[src/hdl/hslcl_pkg.sv]
`timescale 1ns / 1ps
`default_nettype none

package hslcl_pkg;

	localparam int FRAC_BITS = 16;

	localparam int XW = FRAC_BITS + 1;
	localparam int DW = FRAC_BITS + 2;
	localparam int HW = FRAC_BITS + 3;
	localparam int CW = FRAC_BITS + 3;

	localparam int DIV_LAT = FRAC_BITS + 1;
	localparam int LAT = 14 + 2 * DIV_LAT;

	localparam logic [XW-1:0] ONE = XW'(1) << FRAC_BITS;
	localparam logic [XW-1:0] HALF = XW'(1) << (FRAC_BITS - 1);
	localparam logic [DW-1:0] TWO = DW'(1) << (FRAC_BITS + 1);

	localparam longint unsigned K255_L = (64'd1 << (FRAC_BITS + 8)) / 255;
	localparam longint unsigned K100_L = (64'd1 << (FRAC_BITS + 8)) / 100;
	localparam logic [XW-1:0] K255 = XW'(K255_L);
	localparam logic [DW-1:0] K100 = DW'(K100_L);

	localparam logic [2:0] HUE_B1 = 3'd1;
	localparam logic [2:0] HUE_B3 = 3'd3;
	localparam logic [2:0] HUE_B5 = 3'd5;

	localparam logic [2:0] SEC1 = 3'd1;
	localparam logic [2:0] SEC2 = 3'd2;
	localparam logic [2:0] SEC3 = 3'd3;
	localparam logic [2:0] SEC4 = 3'd4;
	localparam logic [2:0] SEC5 = 3'd5;

	localparam logic signed [7:0] LIGHTEN_RST = 8'sd13;

	// estimate of c * ONE / 255, low by at most one
	function automatic logic [XW-1:0] fx_est(input logic [7:0] c);
		logic [XW+7:0] p;
		p = (XW+8)'(c) * (XW+8)'(K255);
		return p[XW+7:8];
	endfunction

	function automatic logic [XW-1:0] fx_fix(input logic [7:0] c, input logic [XW-1:0] q);
		logic [XW+9:0] lhs;
		logic [XW+9:0] qp;
		logic [XW+9:0] rhs;
		lhs = (XW+10)'(c) << FRAC_BITS;
		qp = (XW+10)'(q) + (XW+10)'(1);
		rhs = (qp << 8) - qp;
		return (lhs >= rhs) ? q + XW'(1) : q;
	endfunction

	function automatic logic [DW-1:0] mag_est(input logic [7:0] p);
		logic [DW+9:0] t;
		t = (DW+10)'(p) * (DW+10)'(K100);
		return t[DW+7:8];
	endfunction

	function automatic logic [DW-1:0] mag_fix(input logic [7:0] p, input logic [DW-1:0] q);
		logic [DW+9:0] lhs;
		logic [DW+9:0] qp;
		logic [DW+9:0] rhs;
		lhs = (DW+10)'(p) << FRAC_BITS;
		qp = (DW+10)'(q) + (DW+10)'(1);
		rhs = (qp << 6) + (qp << 5) + (qp << 2);
		return (lhs >= rhs) ? q + DW'(1) : q;
	endfunction

	function automatic logic [7:0] to_chan(input logic [CW-1:0] x);
		logic [CW+7:0] t;
		logic [CW+7-FRAC_BITS:0] c;
		t = ((CW+8)'(x) << 8) - (CW+8)'(x);
		c = t[CW+7:FRAC_BITS];
		return (c > (CW+8-FRAC_BITS)'(255)) ? 8'hFF : c[7:0];
	endfunction

endpackage

`default_nettype wire

[src/hdl/hslcl_div.sv]
`timescale 1ns / 1ps
`default_nettype none

module hslcl_div (
	input  wire logic                   clk,
	input  wire logic                   en,
	input  wire logic [hslcl_pkg::DW-1:0] num,
	input  wire logic [hslcl_pkg::DW-1:0] den,
	output logic      [hslcl_pkg::XW-1:0] quo
);
	import hslcl_pkg::*;

	// one quotient bit per stage, numerator never above denominator
	logic [DW-1:0] rem_s [DIV_LAT];
	logic [DW-1:0] den_s [DIV_LAT];
	logic [XW-1:0] quo_s [DIV_LAT];

	always_ff @(posedge clk) begin
		if (en) begin
			if (num >= den) begin
				rem_s[0] <= num - den;
				quo_s[0] <= XW'(1);
			end else begin
				rem_s[0] <= num;
				quo_s[0] <= '0;
			end
			den_s[0] <= den;
		end
	end

	for (genvar k = 1; k < DIV_LAT; k++) begin : g_step
		logic [DW:0] sh;
		logic ge;
		assign sh = {rem_s[k-1], 1'b0};
		assign ge = sh >= {1'b0, den_s[k-1]};
		always_ff @(posedge clk) begin
			if (en) begin
				rem_s[k] <= ge ? DW'(sh - {1'b0, den_s[k-1]}) : DW'(sh);
				den_s[k] <= den_s[k-1];
				quo_s[k] <= {quo_s[k-1][XW-2:0], ge};
			end
		end
	end

	assign quo = quo_s[DIV_LAT-1];

endmodule

`default_nettype wire
[config.mk]
export PLATFORM = sky130hd
export DESIGN_NAME = hslcl_div
export DESIGN_NICKNAME = d
export VERILOG_FILES = /design/src/hdl/hslcl_pkg.sv /design/src/hdl/hslcl_div.sv
export SDC_FILE = /design/constraint.sdc
export NUM_CORES = 1
export LEC_CHECK = 0
export BUFFER_PORTS_ARGS = -buffer_cell sky130_fd_sc_hd__buf_2
export CORE_ASPECT_RATIO = 1.1
export CORE_MARGIN = 5
export CORE_UTILIZATION = 59
export CTS_CLUSTER_DIAMETER = 60
export DETAILED_ROUTE_END_ITERATION = 10
export PLACE_DENSITY = 0.74
export SYNTH_ARGS = -nofsm -noshare
export SYNTH_HDL_FRONTEND = slang
export SYNTH_SLANG_ARGS = --single-unit
[constraint.sdc]
create_clock -name clk -period 7.8 [get_ports clk]
set_clock_uncertainty 0.15 [all_clocks]
set_input_delay 1.17 -clock clk [delete_from_list [all_inputs] [get_ports clk]]
set_output_delay 1.17 -clock clk [all_outputs]
set_load 0.005 [all_outputs]
### Yosys cells after proc, flatten, opt, wreduce, memory -nomap -nowiden

Memory sizes are Yosys's and may differ from the RTL's.
Index checks and enable logic that the tools add are counted.

| word-level totals | value |
|---|---|
| output and inout port bits | 17 |
| memories kept | 3 |
| bits in registers | 0 |
| RAM bits | 901 |
| input bits | 38 |
| logic and storage cells | 65 |

Memory list:

| memory | depth | width | read ports | clocked after memory_dff | write ports | line | text |
|---|---|---|---|---|---|---|---|
| den_s | 17 | 18 | 16 | 0 | 17 | hslcl_div.sv:15 | `logic [DW-1:0] den_s [DIV_LAT];` |
| rem_s | 17 | 18 | 16 | 0 | 17 | hslcl_div.sv:14 | `logic [DW-1:0] rem_s [DIV_LAT];` |
| quo_s | 17 | 17 | 17 | 0 | 17 | hslcl_div.sv:16 | `logic [XW-1:0] quo_s [DIV_LAT];` |

| operators by class | value |
|---|---|
| mux-type cells | 26 |
| bitwise logic cells | 2 |
| magnitude comparators | 17 |
| $add $sub $neg | 17 |

Operators with widths:

| cell | count |
|---|---|
| 18-bit 2-to-1 mux | 17 |
| 18-bit subtractor | 17 |
| 19-bit by 18-bit >= comparator with 1-bit output | 16 |
| 18-bit >= comparator | 1 |
| 17-bit 2-to-1 mux | 1 |
| 1-bit 2-to-1 mux | 8 |
| 1-bit OR | 2 |

### Longest topological paths before layout

Gate-level depths: netlist of the first run.

| logic depth | value |
|---|---|
| depth after elaboration | 5 |
| depth in mapped cells | 12 |

### Worst setup path after synthesis of the first run

OpenSTA, ideal clock, no wires.

| timing | value |
|---|---|
| path type | input port to flip-flop |
| start | input num[0] (netlist bit) |
| end | memory rem_s[0][16] (netlist bit) (data pin) |
| library setup time | 0.270 ns |
| required time | 7.380 ns |
| path buffers | 1 |
| path slack | 4.196 ns |
| stages | 11 |
| arrival time | 3.184 ns |
| path through | inv_1 -> ha_1 -> inv_1 -> fa_1 -> a211oi_1 -> o21bai_1 -> a211oi_1 -> o21ai_0 -> o21ai_1 -> clkbuf_1 -> o21ai_0 |

RTL lines:

| what | line | text |
|---|---|---|
| start: declaration | hslcl_div.sv:7 | `input wire logic [hslcl_pkg::DW-1:0] num,` |
| end: declaration | hslcl_div.sv:14 |  |

==> flow_summary.yaml, run 1 <==
status:
  status: "complete, no violations"
synth:
  ys_seq_area_share_pct: 52.69
  synth_common_cells: "edfxtp_1 (729), inv_1 (373), ha_1 (305)"
  synth-seq-cells: 729
  synth_top_area_share_pct: 52.69
  synth_area_um2: 41550
  synth-async-reset-ratio_pct: 0
  synth_cells: 3533
  postSynthAreaPerCell_um2: 11.76
  ys.flop_type: "edfxtp_1"
  synthTopCellsByArea: "edfxtp_1 (53%), ha_1 (9.2%), mux2_1 (3.9%)"
  ys_types: 87
  yosysMostFrequentCell: "edfxtp_1"
  synth.net_count: 3892
  synth_top_area_cell: "edfxtp_1"
  yosysWarnings: 0
  synth_edf_count: 729
routing:
  vias_per_cell: 5.891
  wire_per_inst_um: 18.52
  postRouteAntennaNets: 0
  vias: 27091
  drt_wl_total_um: 85190
  dr.pass1.iters: 6
  drc: 0
  drtIter0Drc: 2265
sta:
  hold_viol: 0
  fin_crit_sh_pct: 49.56
  rsz0062_at_grt: "false"
  slew_headroom_pct: 19.78
  clock.fmax_ghz: 0.2587
  maxSlewViolCount: 0
  report.final.setup_viol: 0
  post-route-min-period_ps: 3865
  tightestPinTransition_ps: 1203
  tns_ps: 0
clock_network:
  cts_root_buffer: "clkbuf_16"
  cts.repair.resized: 0
  cts_buffers: 80
  clock_sinks: 729
  htree_levels: 3
  postCtsSetupRepairBufs: 0
  clk_pin_slew_ps: 60
  cts_tree: "built"
  hold_buffers: 0
  cts_buffer_depth: 3
  clk_latency_ps: 640
setup_path:
  crit_chain: "buf_2 -> inv_1 -> ha_1 -> inv_1 -> fa_1 -> a211oi_1 -> o21bai_1 -> a211oi_1 -> o21ai_0 -> o21ai_2 -> buf_4 -> mux2_2"
  cp-end-kind: "flip-flop"
  worstSetupPathType: "in2reg"
  start_kind: "input pin"
  cp.arrival_ps: 4100
  max_stage_delay_ps: 530
  cp_slowest_cell: "o21ai_2"
  critical_path.max_fanout: 20
  required_ps: 8030
power:
  p_leak_nw: 18.30
  ir_worst_vdd_mv: 0.3649
  power.density_nw_per_um2: 403.8
floorplanning:
  core_um2: 70060
  num_io_pins: 55
  fp.dieW_um: 263.0
  rows: 102
  initial_utilization_pct: 59.30
  dieArea_um2: 75830
  die_h_um: 288.3
global_routing:
  grt_pass1_vias: 25997
  grt_overflow_total: 0
  grt_pass1_wl_um: 137000
  antenna_found_initial: 0
  grtUsageTotal_pct: 22.04
  grt_max_degree: 173
flow_run:
  cap_violations: 0
final_layout:
  layout.nets: 3956
  layout-drive-gt1-share_pct: 8.572
  n_antenna_cell: 0
  final_util_pct: 64.78
  stdcell_area_um2: 45390
  area.growth.synth_to_final_pct: 9.248
placement:
  portBuffers: 54
  hpwl_um: 61620
  dpl-instance-area_um2: 42700
  place_congestion: 0.8851
min_path:
  timing.hold.worst.class: "reg2reg"
logic make-up after synthesis:
group                    after synthesis  share of synthesized area (%)
AO/OA/AOI/OAI                        874                          13.91
XOR/XNOR                             190                          4.005
adder cells (fa/ha/maj)              321                          9.956
buffers and inverters                454                          4.388
flip-flops                           729                          52.69
multiplexers                         239                          6.514
AND/OR/NAND/NOR                      726                          8.543
cell usage in the layout, fill, tap and decap left out, types with 16 or more instances in the layout:
cell	netlist	layout
and2_1	32	32
clkinv_1	0	18
mux2_1	144	144
xor2_1	82	82
or3_1	24	24
o211ai_1	26	26
a211oi_1	53	53
nand3_1	61	61
edfxtp_1	729	729
nor3_1	57	57
and3_1	32	32
buf_2	11	53
nor4_1	18	18
nand2_1	186	186
a21o_1	113	113
xnor2_1	108	108
nand2b_1	27	27
mux2_2	79	79
nand4_1	33	33
fa_1	16	16
ha_1	305	305
nor2_1	180	180
clkbuf_16	0	82
o31ai_1	18	18
o21ai_1	17	16
o21a_1	64	64
a21oi_1	217	217
o21ai_0	167	167
nor2b_1	30	30
a31oi_1	22	22
o21bai_1	31	31
inv_1	373	373
stage by stage:
stage	setup WS, ps	hold WS [ps]	std cells	total power, mW
CTS	3974	252.1	4599	18.39
global placement	3340	250.3	4451	14.30
detailed placement	3358	254.5	4451	14.43
global route	3770	268.3	4599	19.56
finish	3935	249.6	4599	18.33
floorplan	4196	250.3	3533	12.51
final cells by class:
class	count	area, um2
clock buffers	90	2082
clock inverters	58	608.1
fillers	5298	24670
inverters	374	1404
multi-input cells	2350	17860
flip-flops and latches	729	21890
well taps	936	1171
repair buffers	62	377.9
worst max-delay path: cells and delay by family:
| kind | cells | cell delay [ps] |
|---|---|---|
| AO/OA/AOI/OAI | 5 | 1450 |
| buffers and inverters | 4 | 540 |
| adder cells (fa/ha/maj) | 2 | 570 |
| multiplexers | 1 | 350 |
worst paths after layout:
kind / start / end / slack, ps / cells after the start
max: num[0] / rem_s[0][1]$_DFFE_PP_ / 3930 / 12
min reg2reg: quo_s[0][104]$_DFFE_PP_ / quo_s[0][122]$_DFFE_PP_ / 250 / 0
max reg2reg: rem_s[0][162]$_SDFFCE_PP0P_ / rem_s[0][191]$_DFFE_PP_ / 4080 / 8
min: quo_s[0][104]$_DFFE_PP_ / quo_s[0][122]$_DFFE_PP_ / 250 / 0
sequential cells by signal, summed over array words and instances (netlist names):
register / count
den_s: 288
quo_s: 153
rem_s: 288
metal layers:
| metal | track usage (%) | wire (um) | vias up |
|---|---|---|---|
| met5 | 0 | 0 | - |
| met4 | 5.879 | 1823 | 0 |
| met3 | 2.726 | 4021 | 124 |
| met2 | 37.83 | 41390 | 655 |
| met1 | 30.15 | 37960 | 13027 |
| li1 | - | - | 13285 |
power by group:
part           internal [mW]  total (mW)  switching (mW)
combinational           3.66        8.12            4.46
sequential              5.77        6.35           0.578
clock                   2.27        3.85            1.58
Power figures use the tool's default switching activity.
==> inputs of run 2 (changes only) <==
==> constraint.sdc (replaced) <==
create_clock -name clk -period 3.65 [get_ports clk]
set_clock_uncertainty 0.15 [all_clocks]
set_input_delay 0.5475 -clock clk [delete_from_list [all_inputs] [get_ports clk]]
set_output_delay 0.5475 -clock clk [all_outputs]
set_load 0.005 [all_outputs]
==> flow_summary.yaml, run 2 (synthesized netlist as in run 1, its figures left out) <==
status:
  status: "complete, no violations"
power:
  switching_power_mw: 14.17
  swShare_pct: 36.15
  p_seq_share_pct: 34.8
  internal_power_mw: 25.02
  combPwrFrac_pct: 45.0
  p_leak_nw: 18.46
  ir_worst_vdd_mv: 0.4725
  clkPwrFrac_pct: 20.3
  finalPower_mw: 39.19
  power.density_nw_per_um2: 857.8
placement:
  portBuffers: 54
  hpwl_um: 64140
  place_congestion: 0.9041
  pre_cts_slack_ps: 185.3
floorplanning:
  core_um2: 70060
  fp.dieW_um: 263.0
  dieArea_um2: 75830
  initial_utilization_pct: 59.30
  die_h_um: 288.3
  num_io_pins: 55
  rows: 102
final_layout:
  n_antenna_cell: 0
  layout.nets: 3997
  area.growth.synth_to_final_pct: 9.953
  nFillCells: 5309
  reg.largest.list: "den_s: 288 flops, rem_s: 288 flops, quo_s: 153 flops"
  layout_common_cells: "edfxtp_1 (729), inv_1 (373), ha_1 (305)"
  layout-drive-gt1-share_pct: 8.944
  final_common_cell: "edfxtp_1"
sta:
  report.final.setup_viol: 0
  tns_ps: 0
  rsz0062_at_grt: "false"
  hold_viol: 0
  fin_crit_sh_pct: 93.15
  worst_slack_ps: 250.0
  tightestPinTransition_ps: 1003
  post-route-min-period_ps: 3400
  hold_slack_ps: 90.18
  maxSlewViolCount: 0
  slew_headroom_pct: 33.13
  clock.fmax_ghz: 0.2941
setup_path:
  reg2reg_slack_ps: 250
  cp-end-kind: "flip-flop"
  cp.arrival_ps: 3610
  critical_path.max_fanout: 9
  start_kind: "flip-flop"
  worstSetupPathType: "reg2reg"
  required_ps: 3860
clock_network:
  cts_buffer_depth: 3
  cts_root_buffer: "clkbuf_16"
  clk_latency_ps: 620
  clk_pin_slew_ps: 60
  cts_buffers: 79
  clock_sinks: 729
  htree_levels: 3
  cts_tree: "built"
flow_run:
  cap_violations: 0
global_routing:
  grt_pass1_wl_um: 139800
  grt_max_degree: 178
  grtUsageTotal_pct: 22.65
  grt_pass1_vias: 26466
  grt_overflow_total: 0
  antenna_found_initial: 0
routing:
  drc: 0
  wire_per_inst_um: 18.92
  drt_wl_total_um: 87720
  drtIter0Drc: 2329
  vias_per_cell: 5.912
  postRouteAntennaNets: 0
  vias: 27415
  dr.pass1.iters: 6
min_path:
  timing.hold.worst.class: "in2reg"
==> run 2: area by class of cell <==
cell class	count	area, um2	share of cell area, %
repair buffers	104	775.7	1.698
clock inverters	54	493.0	1.079
inverters	374	1406	3.078
well taps	936	1171	2.564
flip-flops and latches	729	21890	47.92
multi-input cells	2350	17860	39.10
clock buffers	90	2082	4.557
==> run 2: layer usage <==
layer  up-vias  global-route usage, %  routed length (um)
met4         0                  7.907                2967
met5         -                      0                   0
li1      13365                      -                   -
met3       167                  2.624                4011
met1     13183                  30.67               38400
met2       700                  38.48               42340
==> run 2: path summary, 6_finish.rpt <==
path	to	cells after the start	start
worst max-delay path	rem_s[0][190]$_DFFE_PP_	9	rem_s[0][162]$_SDFFCE_PP0P_
worst min-delay path	rem_s[0][7]$_DFFE_PP_	3	num[7]
worst max register to register	rem_s[0][190]$_DFFE_PP_	9	rem_s[0][162]$_SDFFCE_PP0P_
worst min register to register	quo_s[0][138]$_DFFE_PP_	0	quo_s[0][120]$_DFFE_PP_
==> run 2: worst max-delay path, cell delays in order (launching register included) <==
cell      delay (ps)
edfxtp_1         440
ha_1             340
nor2b_1          160
o31a_1           290
nor3_1           260
o31ai_2          140
a211oi_1         370
o21a_1           390
buf_4            260
mux2_1           350
==> run 2: power by group through the flow <==
stage               Clock (mW)  Sequential, mW  Combinational, mW
global placement             0            13.8               17.0
CTS                       8.11            13.7               17.5
floorplan                    0            13.1               13.6
global route              8.49            13.8               19.5
finish                    7.95            13.6               17.6
detailed placement           0            13.8               17.3
==> run 2: metrics by stage <==
step,std cells,util (%),instance area (um2)
global route,4637,65.20,45680
detailed placement,4475,61.26,42920
floorplan,3533,-,41550
finish,4637,65.20,45680
global placement,4475,61.26,42920
CTS,4637,65.19,45670
==> run 2: repair_timing <==
item / 4_1_cts / 5_1_grt
setup buffers: 0 / 0
resized for setup: 0 / 3
endpoints found under the setup margin: 0 / 29
endpoints found under the hold margin: 18 / 0
hold buffers: 18 / 0
==> inputs of run 3 (changes only) <==
--- a/config.mk
+++ b/config.mk
@@ -5,6 +5,7 @@
 export SDC_FILE = /design/constraint.sdc
 export NUM_CORES = 1
 export LEC_CHECK = 0
+export ABC_AREA = 1
 export BUFFER_PORTS_ARGS = -buffer_cell sky130_fd_sc_hd__buf_2
 export CORE_ASPECT_RATIO = 1.1
 export CORE_MARGIN = 5
==> flow_summary.yaml, run 3 <==
sta:
  worst_slack_ps: 780.6
  tns_ps: 0
  maxSlewViolCount: 0
  hold_viol: 0
  clock.fmax_ghz: 0.3485
  slew_headroom_pct: 31.81
  hold_slack_ps: 46.62
  post-route-min-period_ps: 2869
  report.final.setup_viol: 0
  tightestPinTransition_ps: 1020
  rsz0062_at_grt: "false"
  fin_crit_sh_pct: 78.61
routing:
  vias: 35056
  drtIter0Drc: 2764
  vias_per_cell: 5.381
  drt_wl_total_um: 110400
  drc: 0
  dr.pass1.iters: 6
  postRouteAntennaNets: 0
  wire_per_inst_um: 16.94
min_path:
  hp-start: "num[11]"
  timing.hold.worst.class: "in2reg"
synth:
  yosysWarnings: 0
  ys.flop_type: "edfxtp_1"
  synth-seq-cells: 729
  postSynthAreaPerCell_um2: 8.567
  synth.net_count: 5680
  synthTopCellsByArea: "edfxtp_1 (48%), nand2_1 (15%), ha_1 (8.4%)"
  synth_cells: 5321
  ys_seq_area_share_pct: 48.03
  synth_common_cells: "nand2_1 (1812), inv_1 (789), edfxtp_1 (729)"
  synth_top_area_cell: "edfxtp_1"
  synth_area_um2: 45580
  synth-async-reset-ratio_pct: 0
  yosysMostFrequentCell: "nand2_1"
  synth_edf_count: 729
  ys_types: 40
  synth_top_area_share_pct: 48.03
setup_path:
  cp.arrival_ps: 3070
  worstSetupPathType: "reg2reg"
  start_kind: "flip-flop"
  critical_path.max_fanout: 26
  crit_family: "simple AND/OR/NAND/NOR gates"
  max_stage_delay_ps: 510
  cp_slowest_cell: "edfxtp_1"
  cp-end-kind: "flip-flop"
  crit_top_cell: "nand2_1"
  crit_buf_inv: 2
  required_ps: 3850
  crit_start: "den_s[0][68]$_DFFE_PP_"
  crit_chain: "inv_1 -> ha_1 -> nand2_1 -> inv_2 -> nand2_1 -> nand2_1 -> a21oi_1 -> nand4_4 -> nand3_1 -> nand2_1"
  r2r-start: "den_s[0][68]$_DFFE_PP_"
placement:
  portBuffers: 54
  numPlacedInstances: 6356
  hpwl_um: 84450
  place_congestion: 0.9409
  dpl-instance-area_um2: 46750
  pre_cts_slack_ps: 678.3
final_layout:
  layout_common_cells: "nand2_1 (1812), inv_1 (789), edfxtp_1 (729)"
  nFillCells: 6523
  fin_cells: 6515
  layout-drive-gt1-share_pct: 6.734
  layout.nets: 5778
  final_util_pct: 64.32
  area.growth.synth_to_final_pct: 8.806
  stdcell_area_um2: 49600
  reg.largest.list: "den_s: 288 flops, rem_s: 288 flops, quo_s: 153 flops"
  n_antenna_cell: 0
  final_common_cell: "nand2_1"
clock_network:
  htree_levels: 3
  clk_latency_ps: 650
  clk_pin_slew_ps: 60
  cts_buffer_depth: 3
  cts_root_buffer: "clkbuf_16"
  clock_sinks: 729
  cts_buffers: 78
  cts_tree: "built"
flow_run:
  cap_violations: 0
power:
  p_leak_nw: 23.78
  power.density_nw_per_um2: 813.7
  finalPower_mw: 40.36
  ir_worst_vdd_mv: 0.5824
global_routing:
  grt_max_degree: 174
  grtUsageTotal_pct: 26.61
  antenna_found_initial: 0
  grt_pass1_vias: 34105
  grt_pass1_wl_um: 176800
  grt_overflow_total: 0
floorplanning:
  rows: 107
  num_io_pins: 55
  initial_utilization_pct: 59.11
  fp.dieW_um: 275.0
  dieArea_um2: 82920
  die_h_um: 301.5
  core_um2: 77110
status:
  status: "complete, no violations"
run 3: final timing paths:
check / endpoint / slack (ps) / cells after the start
worst max-delay path: rem_s[0][89]$_DFFE_PP_ / 780 / 10
worst min-delay path: rem_s[0][11]$_DFFE_PP_ / 50 / 3
worst max register to register: rem_s[0][89]$_DFFE_PP_ / 780 / 10
worst min register to register: quo_s[0][123]$_DFFE_PP_ / 250 / 0
run 3: worst min-delay path: stages:
cell and delay (ps):
buf_2 90, nand2_1 50, nand2_1 50
run 3: cell type report:
type                            instances  area [um2]  area share, %
Clock buffer                           85        1978          3.989
Clock inverter                         56       683.2          1.377
Inverter                              800        3005          6.060
Multi-Input combinational cell       3720       20070          40.47
Sequential cell                       729       21890          44.14
Tap cell                             1035        1295          2.611
Timing Repair Buffer                   90       670.6          1.352
run 3: logic make-up (layout without fill, tap and decap cells):
kind of cell             after synthesis  in the layout  synth area share, %
flip-flops                           729            729                48.03
buffers and inverters                872           1031                7.938
adder cells (fa/ha/maj)              321            321                9.075
AO/OA/AOI/OAI                        233            233                3.288
XOR/XNOR                             140            140                2.690
AND/OR/NAND/NOR                     3026           3026                28.98
run 3: power by group:
part	total [mW]	internal [mW]	switching [mW]
combinational	18.6	6.46	12.1
sequential	13.6	12.2	1.37
clock	8.18	4.77	3.41
run 3: layer usage:
metal	part of all wire (%)	wire (um)	vias up	global-route usage, %
met5	0	0	-	0
met4	4.2	4595	0	10.41
met3	4.4	4895	233	2.801
met2	50	55650	934	47.59
met1	41	45230	16318	33.17
li1	-	-	17571	-
run 3: timing repair:
action	4_1_cts	5_1_grt
buffers inserted	0	0
hold buffers	18	0
gates resized for setup	0	0
hold endpoints to repair	18	0
